## src/rtl/u8d_pkg.sv

```systemverilog
package u8d_pkg;

   // One lane per possible sequence length (one to four bytes).
   localparam int NUM_LANES = 4;
   localparam int BYTE_W    = 8;
   localparam int AVAIL_W   = 3;
   localparam int CP_W      = 21;
   localparam int LEN_W     = 3;

   typedef logic [BYTE_W-1:0]  byte_type;
   typedef logic [AVAIL_W-1:0] avail_type;
   typedef logic [CP_W-1:0]    cp_type;
   typedef logic [LEN_W-1:0]   len_type;

   localparam len_type   LEN_ONE   = len_type'(1);
   localparam len_type   LEN_TWO   = len_type'(2);
   localparam len_type   LEN_THREE = len_type'(3);
   localparam len_type   LEN_FOUR  = len_type'(4);
   localparam avail_type AVAIL_MAX = avail_type'(4);

   localparam byte_type LEAD2_MIN  = 8'hC2;
   localparam byte_type LEAD2_MAX  = 8'hDF;
   localparam byte_type LEAD3_MIN  = 8'hE0;
   localparam byte_type LEAD3_MAX  = 8'hEF;
   localparam byte_type LEAD_SURR  = 8'hED;
   localparam byte_type LEAD4_MIN  = 8'hF0;
   localparam byte_type LEAD4_MAX  = 8'hF4;
   localparam byte_type CONT_MASK  = 8'hC0;
   localparam byte_type CONT_TAG   = 8'h80;
   localparam byte_type E0_B1_MIN  = 8'hA0;
   localparam byte_type ED_B1_MAX  = 8'h9F;
   localparam byte_type F0_B1_MIN  = 8'h90;
   localparam byte_type F4_B1_MAX  = 8'h8F;

   localparam cp_type CP_MIN3 = 21'h000800;
   localparam cp_type CP_MIN4 = 21'h010000;
   localparam cp_type CP_MAX  = 21'h10FFFF;

   typedef struct packed {
      byte_type  byte0;
      byte_type  byte1;
      byte_type  byte2;
      byte_type  byte3;
      avail_type avail_bytes;
   } req_type;

   typedef struct packed {
      cp_type  code_point;
      len_type consumed;
   } rsp_type;

   typedef struct packed {
      logic   hit;
      cp_type value;
   } lane_res_type;

   function automatic logic is_cont(input byte_type b);
      return (b & CONT_MASK) == CONT_TAG;
   endfunction

endpackage

```

## src/rtl/u8d_lane.sv

```systemverilog
module u8d_lane (
   input  u8d_pkg::req_type      req,
   input  u8d_pkg::len_type      lane_len,
   output u8d_pkg::lane_res_type res
);

   u8d_pkg::avail_type avail_c;
   logic               lead_ok;
   logic               b1_ok;
   logic               cont_ok;
   logic               range_ok;
   u8d_pkg::cp_type    value;

   always_comb begin
      avail_c = (req.avail_bytes > u8d_pkg::AVAIL_MAX) ? u8d_pkg::AVAIL_MAX
                                                         : req.avail_bytes;

      // Tighter second-byte windows that rule out overlongs, surrogates
      // and values above the Unicode range.
      b1_ok = !((req.byte0 == u8d_pkg::LEAD3_MIN) && (req.byte1 < u8d_pkg::E0_B1_MIN)) &&
              !((req.byte0 == u8d_pkg::LEAD_SURR) && (req.byte1 > u8d_pkg::ED_B1_MAX)) &&
              !((req.byte0 == u8d_pkg::LEAD4_MIN) && (req.byte1 < u8d_pkg::F0_B1_MIN)) &&
              !((req.byte0 == u8d_pkg::LEAD4_MAX) && (req.byte1 > u8d_pkg::F4_B1_MAX));

      cont_ok = ((lane_len <= u8d_pkg::LEN_ONE)   || u8d_pkg::is_cont(req.byte1)) &&
                ((lane_len <= u8d_pkg::LEN_TWO)   || u8d_pkg::is_cont(req.byte2)) &&
                ((lane_len <= u8d_pkg::LEN_THREE) || u8d_pkg::is_cont(req.byte3));

      unique case (lane_len)
         u8d_pkg::LEN_ONE: begin
            lead_ok  = ~req.byte0[7];
            value    = {14'd0, req.byte0[6:0]};
            range_ok = 1'b1;
         end
         u8d_pkg::LEN_TWO: begin
            lead_ok  = (req.byte0 >= u8d_pkg::LEAD2_MIN) && (req.byte0 <= u8d_pkg::LEAD2_MAX);
            value    = {10'd0, req.byte0[4:0], req.byte1[5:0]};
            range_ok = 1'b1;
         end
         u8d_pkg::LEN_THREE: begin
            lead_ok  = (req.byte0 >= u8d_pkg::LEAD3_MIN) && (req.byte0 <= u8d_pkg::LEAD3_MAX)
                       && b1_ok;
            value    = {5'd0, req.byte0[3:0], req.byte1[5:0], req.byte2[5:0]};
            range_ok = value >= u8d_pkg::CP_MIN3;
         end
         u8d_pkg::LEN_FOUR: begin
            lead_ok  = (req.byte0 >= u8d_pkg::LEAD4_MIN) && (req.byte0 <= u8d_pkg::LEAD4_MAX)
                       && b1_ok;
            value    = {req.byte0[2:0], req.byte1[5:0], req.byte2[5:0], req.byte3[5:0]};
            range_ok = (value >= u8d_pkg::CP_MIN4) && (value <= u8d_pkg::CP_MAX);
         end
         default: begin
            lead_ok  = 1'b0;
            value    = '0;
            range_ok = 1'b0;
         end
      endcase

      res.hit   = lead_ok && cont_ok && range_ok && (avail_c >= u8d_pkg::avail_type'(lane_len));
      res.value = value;
   end

endmodule

```

## src/rtl/u8d_merge.sv

```systemverilog
module u8d_merge (
   input  u8d_pkg::lane_res_type lanes [u8d_pkg::NUM_LANES],
   output u8d_pkg::rsp_type      rsp
);

   // Lead byte classes are disjoint, so at most one lane hits.
   always_comb begin
      rsp = '0;
      for (int i = 0; i < u8d_pkg::NUM_LANES; i++) begin
         if (lanes[i].hit) begin
            rsp.code_point = rsp.code_point | lanes[i].value;
            rsp.consumed   = rsp.consumed | u8d_pkg::len_type'(i + 1);
         end
      end
   end

endmodule

```

## src/rtl/utf8_validating_decoder_top.sv

```systemverilog
// A result beat appears in the cycle after its request beat is accepted.
// Throughput: one sequence per cycle; the four length lanes and the merge are
// combinational and feed a single output register, so a new beat is taken
// whenever that register is empty or is being drained in the same cycle.
// Reset: synchronous, active high; it empties the output register.
module utf8_validating_decoder_top (
   input  logic             clock,
   input  logic             reset,
   input  logic             req_valid,
   output logic             req_ready,
   input  u8d_pkg::req_type req_data,
   output logic             rsp_valid,
   input  logic             rsp_ready,
   output u8d_pkg::rsp_type rsp_data
);

   // Each lane tests the request beat against one sequence length: lead byte
   // class, availability, continuation bytes, the special second-byte windows
   // and the scalar range. The merge stage picks the lane that hit, or gives
   // an all-zero result when none did (invalid or truncated).
   u8d_pkg::lane_res_type lane_res [u8d_pkg::NUM_LANES];
   u8d_pkg::rsp_type      merged;

   logic             valid_ff;
   logic             valid_in;
   u8d_pkg::rsp_type rsp_ff;
   u8d_pkg::rsp_type rsp_in;
   logic             req_fire;

   for (genvar g = 0; g < u8d_pkg::NUM_LANES; g++) begin : g_lane
      u8d_lane u_lane (
         .req      (req_data),
         .lane_len (u8d_pkg::len_type'(g + 1)),
         .res      (lane_res[g])
      );
   end

   u8d_merge u_merge (
      .lanes (lane_res),
      .rsp   (merged)
   );

   // The output register accepts a new beat when it is empty or when its
   // current beat leaves in this same cycle.
   assign req_ready = !valid_ff || rsp_ready;
   assign req_fire  = req_valid && req_ready;

   always_comb begin
      valid_in = valid_ff;
      rsp_in   = rsp_ff;
      if (req_fire) begin
         valid_in = 1'b1;
         rsp_in   = merged;
      end else if (rsp_ready) begin
         valid_in = 1'b0;
      end
   end

   always_ff @(posedge clock) begin
      if (reset) begin
         valid_ff <= 1'b0;
      end else begin
         valid_ff <= valid_in;
      end
   end

   always_ff @(posedge clock) begin
      rsp_ff <= rsp_in;
   end

   assign rsp_valid = valid_ff;
   assign rsp_data  = rsp_ff;

`ifndef SYNTH
   a_one_lane: assert property (@(posedge clock) disable iff (reset)
      $onehot0({lane_res[3].hit, lane_res[2].hit, lane_res[1].hit, lane_res[0].hit}))
      else $error("more than one length lane accepted the same beat");

   a_zero_cp: assert property (@(posedge clock) disable iff (reset)
      (rsp_valid && (rsp_data.consumed == '0)) |-> (rsp_data.code_point == '0))
      else $error("rejected sequence carries a nonzero code point");

   a_accept_shows: assert property (@(posedge clock) disable iff (reset)
      req_fire |=> (rsp_valid && (rsp_data == $past(merged))))
      else $error("accepted beat did not reach the output register");

   a_empty_input: assert property (@(posedge clock) disable iff (reset)
      (req_fire && (req_data.avail_bytes == '0)) |=> (rsp_data.consumed == '0))
      else $error("beat with no bytes available was not rejected");
`endif

endmodule
```

## config.mk

```make
export PLATFORM = sky130hd
export DESIGN_NAME = utf8_validating_decoder_top
export DESIGN_NICKNAME = d
export VERILOG_FILES = /design/src/rtl/u8d_pkg.sv /design/src/rtl/u8d_lane.sv /design/src/rtl/u8d_merge.sv /design/src/rtl/utf8_validating_decoder_top.sv
export SDC_FILE = /design/constraint.sdc
export NUM_CORES = 1
export LEC_CHECK = 0
export BUFFER_PORTS_ARGS = -buffer_cell sky130_fd_sc_hd__buf_2
export CAP_MARGIN = 20
export CORE_ASPECT_RATIO = 1.4
export CORE_MARGIN = 2
export CORE_UTILIZATION = 35
export CTS_CLUSTER_SIZE = 10
export DETAILED_ROUTE_END_ITERATION = 7
export PLACE_DENSITY = 0.52
export SYNTH_ARGS = -nofsm -noshare
export SYNTH_HDL_FRONTEND = slang
export SYNTH_HIERARCHICAL = 1
export SYNTH_SLANG_ARGS = --single-unit
```

## constraint.sdc

```tcl
create_clock -name clock -period 2.1 [get_ports clock]
set_input_delay 0.21 -clock clock [delete_from_list [all_inputs] [get_ports clock]]
set_output_delay 0.21 -clock clock [all_outputs]
set_load 0.01 [all_outputs]
```

==> results of run 1 <==
-- power by group through the flow --
stage / sequential, uW / clock (uW) / combinational, uW
2_1_floorplan: 603 / 0 / 412
3_3_place_gp: 590 / 0 / 635
3_5_place_dp: 590 / 0 / 645
4_1_cts: 579 / 448 / 647
5_1_grt: 581 / 468 / 785
6_report: 578 / 443 / 713
-- synth_stat cells, drive strengths merged (8+ instances only) --
cell type   n
a21oi      45
edfxtp     24
a22o       24
nand2b     13
and2       21
nor4       12
nand2      65
nor2       36
clkbuf     24
nor3       20
and3        8
nand3       8
mux2i      48
inv        17
buf        21
ha         12
nor2b      20
o21ai      60
a22oi      42
-- worst max-delay path, delay by kind of cell --
kind	cells	cell delay, ps
buf+inv	2	370
compound gates	3	740
xor+xnor	1	90
simple gates	3	730
-- metal layers --
| metal | global-route usage | vias to the layer above | wire length, um |
|---|---|---|---|
| li1 | - | 2246 | - |
| met1 | 0.296 | 2168 | 6250 |
| met2 | 0.421 | 192 | 7860 |
| met3 | 0.0247 | 51 | 764 |
| met4 | 0.147 | 0 | 762 |
| met5 | 0 | - | 0 |
-- final cells by class --
cell class | count | area share
inverters | 17 | 0.0128
clock buffers | 4 | 0.0158
flip-flops and latches | 25 | 0.149
well taps | 144 | 0.0362
multi-input cells | 536 | 0.665
repair buffers | 95 | 0.121
-- logic make-up (layout without fill, tap and decap cells) --
family / after synthesis / count (layout) / synth area share
buf+inv: 62 / 116 / 0.0697
mux: 48 / 48 / 0.118
fa+ha+maj: 12 / 12 / 0.0369
flops: 25 / 25 / 0.182
xor+xnor: 8 / 8 / 0.0172
other cells: 2 / 64 / 0.00184
compound gates: 191 / 191 / 0.297
simple gates: 213 / 213 / 0.277
-- path summary, 6_finish.rpt --
| check | cells after the start | slack (ps) | endpoint |
|---|---|---|---|
| max | 9 | 80 | rsp_data[18] |
| min reg2reg | 2 | 500 | rsp_valid |
| max reg2reg | 2 | 970 | rsp_data[17] |
| min | 2 | 100 | rsp_valid |
-- registers in the layout, indices dropped and copies added, names as in the netlist --
register   flops
rsp_data      24
rsp_valid      1
-- what timing repair did --
action                     CTS  global route
hold buffers                 0             0
resized for setup            0             2
setup endpoints to repair    0            20
-- per-stage QoR --
stage / std cells / setup WS [ps]
floorplan: 623 / 27.8
CTS: 821 / 65.2
finish: 821 / 78.9
detailed placement: 817 / -208
global placement: 817 / -175
global route: 821 / -11.5
==> flow_summary.toml, run 1 <==
[clocking]
cts_buffers = 3
post-cts-setup-buffer-count = 0
cts-htree-levels = 1
cts_buffer_depth = 2
clk_pin_slew_ps = 70
cts.sinks = 25
clock_latency_ps = 260
cts-root-buf = "clkbuf_16"
cts_tree = "built"

[global_routing]
grt_pass1_wl_um = 24500
grt_start_max_net_pins = 25
antenna_found_initial = 0
grt_pass1_vias = 4547
grt-ovfl-total = 0
grt_usage = 0.249

[logic_synthesis]
yosysUniqueCellTypes = 40
synth_top_cell_area_share = 0.177
ys.warnings.count = 6
synth_area_per_cell_sq_um = 7.26
synth_edf_count = 24
async_flop_share = 0
post_synth_inst_count = 561
synthFlopType = "edfxtp_1"
synthesis.area_sq_um = 4070
yosysTopAreaCell = "edfxtp_1"
ys_seq_elements = 25
ys_seq_area_frac = 0.182
synth.area.top_cells = "edfxtp_1, mux2i_1, a22oi_1"

[critical_path]
slowest_delay_ps = 490
critPathCaptureType = "flop"
crit_chain = "buf_2 > o31ai_2 > xor2_1 > and3_1 > or4_1 > a221oi_2 > buf_12 > a22oi_1 > nand2_1"
path_class = "input port to flop"
worstPathArrival_ps = 2150
worst-path-max-fanout = 23
cp.required_ps = 2230
slowest_stage = "or4_1"
reg2reg_from = "rsp_valid"
critPathLaunchType = "input port"
crit_start = "req_data[24]"

[finish]
fin_util = 0.439
nFillCells = 1197
drive_gt1_frac = 0.185
final_common_cell = "nand2_1"
final_cell_mix = "nand2_1, conb_1, buf_2, mux2i_1, o21ai_0"
diodes = 0
nets = 729
multi_input_area_sq_um = 3320
fin_area_sq_um = 4980
regArea_sq_um = 741
areaGrowthSynthToFinish_pct = 22.3

[timing]
clock-skew-final_ps = 2.83
drv_slew = 0
max_freq_mhz = 495
finalHoldViolations = 0
hold_ws_ps = 97.4
rsz0062_at_grt = "true"
setup_violations = 0
period_needed_ps = 2020
tns_ps = 0
fin_crit_sh = 0.962

[die]
start_util = 0.359
dieArea_sq_um = 12500
core_sq_um = 11300
die_x_um = 95.2
fp.dieH_um = 132
num_rows = 46
io-pin-count = 65

[drt]
wirelength_um = 15600
post_drt_wl_per_cell_um = 19.0
vias = 4657
ant_nets = 0
drt-pass1-iter-count = 5
drc = 0
viasPerCell = 5.67
drt_iter0_markers = 328

[power_and_ir_drop]
p_sw_uw = 641
clkPwrFrac = 0.255
pwr-share-comb = 0.411
p_int_uw = 1090
seqPwrFrac = 0.333
peakVddDrop_mv = 0.262
finalPower_uw = 1730
p_per_area_nw_per_um2 = 348
swShare = 0.370
p_leak_uw = 0.00221

[place]
port_buffers = 64
place_area_sq_um = 4890
hpwl_um = 11300
gp_congestion = 0.933

[worst_hold_path]
hold_class = "input port to flop"
min-delay-start = "reset"

[flow_run]
cap_violations = 0

[outcome]
status = "complete, no violations"
(Power assumes the default switching activity.)
==> run 2, diff against run 1 <==
- PLACE_DENSITY: 0.52 -> unset
- PLACE_DENSITY_LB_ADDON: unset -> 0.08
- REMOVE_ABC_BUFFERS: unset -> 1
==> run 2 against run 1 <==
Against the previous run: clock-buffer cell count stayed put; cell area is 2.6% higher; final cell count is 1.7% higher; clock skew is 3.1 ps higher; hold slack better by 2.3 ps; largest power group unchanged; highest routed layer unchanged.
==> flow_summary.toml, run 2 (synthesized netlist as in run 1, its figures left out) <==
[finish]
diodes = 0
fin_cells = 835
nFillCells = 1206
final_common_cell = "nand2_1"
drive_gt1_frac = 0.203
areaGrowthSynthToFinish_pct = 25.5
final_cell_mix = "nand2_1, conb_1, buf_2, mux2i_1, o21ai_0"
largest_reg_flops = 24
nets = 743

[timing]
tns_ps = 0
max_freq_mhz = 478
fin_crit_sh = 0.996
setup_violations = 0
finalHoldViolations = 0
rsz0062_at_grt = "true"
clock-skew-final_ps = 5.89
period_needed_ps = 2090
setup_ws_ps = 8.65
drv_slew = 0

[die]
fp.dieH_um = 132
num_rows = 46
io-pin-count = 65
core_sq_um = 11300
dieArea_sq_um = 12500
die_x_um = 95.2
start_util = 0.359

[clocking]
clk_pin_slew_ps = 60
cts_tree = "built"
cts_buffers = 3
cts_buffer_depth = 2
clock_latency_ps = 260
cts.sinks = 25
ctsHoldBuffers = 0
cts-root-buf = "clkbuf_16"
cts-htree-levels = 1

[critical_path]
r2r_cells = 2
slowest_delay_ps = 560
timing.rr.end = "rsp_data[1]"
cp.required_ps = 2230
critPathCaptureType = "flop"
worstPathArrival_ps = 2220
crit_start = "req_data[25]"
rrSetupSlack_ps = 980
worst-path-max-fanout = 7
path_class = "input port to flop"
crit_chain = "buf_2 > o21ai_1 > mux2i_1 > nor3_1 > or4_4 > a221oi_4 > buf_4 > clkbuf_16 > a22oi_1 > nand2_1"
slowest_stage = "or4_4"
reg2reg_from = "rsp_valid"
cp-endpoint = "rsp_data[6]"
critPathLaunchType = "input port"

[drt]
drt_iter0_markers = 396
post_drt_wl_per_cell_um = 18.8
vias = 4646
drt-pass1-iter-count = 5
drc = 0
ant_nets = 0
wirelength_um = 15700
viasPerCell = 5.56

[power_and_ir_drop]
p_int_uw = 1100
pwr-share-comb = 0.414
peakVddDrop_mv = 0.267
swShare = 0.367
seqPwrFrac = 0.332
clkPwrFrac = 0.254
p_sw_uw = 637
p_per_area_nw_per_um2 = 340
p_leak_uw = 0.00230

[global_routing]
grt_usage = 0.242
grt_pass1_wl_um = 23700
grt-ovfl-total = 0
antenna_found_initial = 0
grt_start_max_net_pins = 25
grt_pass1_vias = 4433

[place]
dp_slack_ps = -205
gp_congestion = 0.878
hpwl_um = 11100
placed_cells = 827
port_buffers = 64

[worst_hold_path]
hold_class = "input port to flop"

[flow_run]
cap_violations = 0

[outcome]
status = "complete, no violations"
## run 2: repair_timing
action / in CTS / in global routing
endpoints found under the setup margin: 0 / 16
resized for setup: 0 / 7
setup buffers: 0 / 2
## run 2: through the flow
| step | total power (uW) | cell area [sq um] | util | hold slack [ps] |
|---|---|---|---|---|
| floorplan | 965 | 4090 | - | 272 |
| global placement | 1220 | 4960 | 0.437 | 370 |
| detailed placement | 1230 | 4960 | 0.437 | 373 |
| CTS | 1680 | 5030 | 0.444 | 92.8 |
| global route | 1830 | 5110 | 0.451 | 105 |
| finish | 1740 | 5110 | 0.451 | 99.8 |
## run 2: worst max-delay path, delay by kind of cell
kind,cells,cell delay (ps)
buf+inv,3,470
mux,1,240
simple gates,3,720
compound gates,3,580
## run 2: worst min-delay path by stage
stage | start | endpoint | slack, ps | cells past startpoint
CTS | reset | rsp_valid | 90 | 2
finish | reset | rsp_valid | 100 | 2
detailed placement | reset | rsp_valid | 370 | 2
floorplan | reset | rsp_valid | 270 | 1
global placement | reset | rsp_valid | 370 | 2
global route | reset | rsp_valid | 100 | 2
## run 2: metal layers
layer  share of wire  GRT usage  wire [um]  vias to the layer above
met5               0          0          0                        -
met3           0.056     0.0115        876                       25
met2            0.53      0.442       8300                      184
li1                -          -          -                     2267
met4           0.023     0.0797        368                        0
met1            0.39      0.294       6200                     2170
## run 2: layout make-up
type / count / area, sq um / share of cell area
well taps: 144 / 180 / 0.0353
clock buffers: 4 / 78.8 / 0.0154
multi-input cells: 536 / 3330 / 0.652
repair buffers: 109 / 716 / 0.140
flip-flops and latches: 25 / 741 / 0.145
inverters: 17 / 63.8 / 0.0125
## run 2: power by group through the flow
stage | Clock [uW] | Sequential (uW) | Combinational (uW)
2_1_floorplan | 0 | 603 | 362
3_3_place_gp | 0 | 587 | 634
3_5_place_dp | 0 | 588 | 644
4_1_cts | 456 | 577 | 645
5_1_grt | 458 | 579 | 792
6_report | 440 | 576 | 719
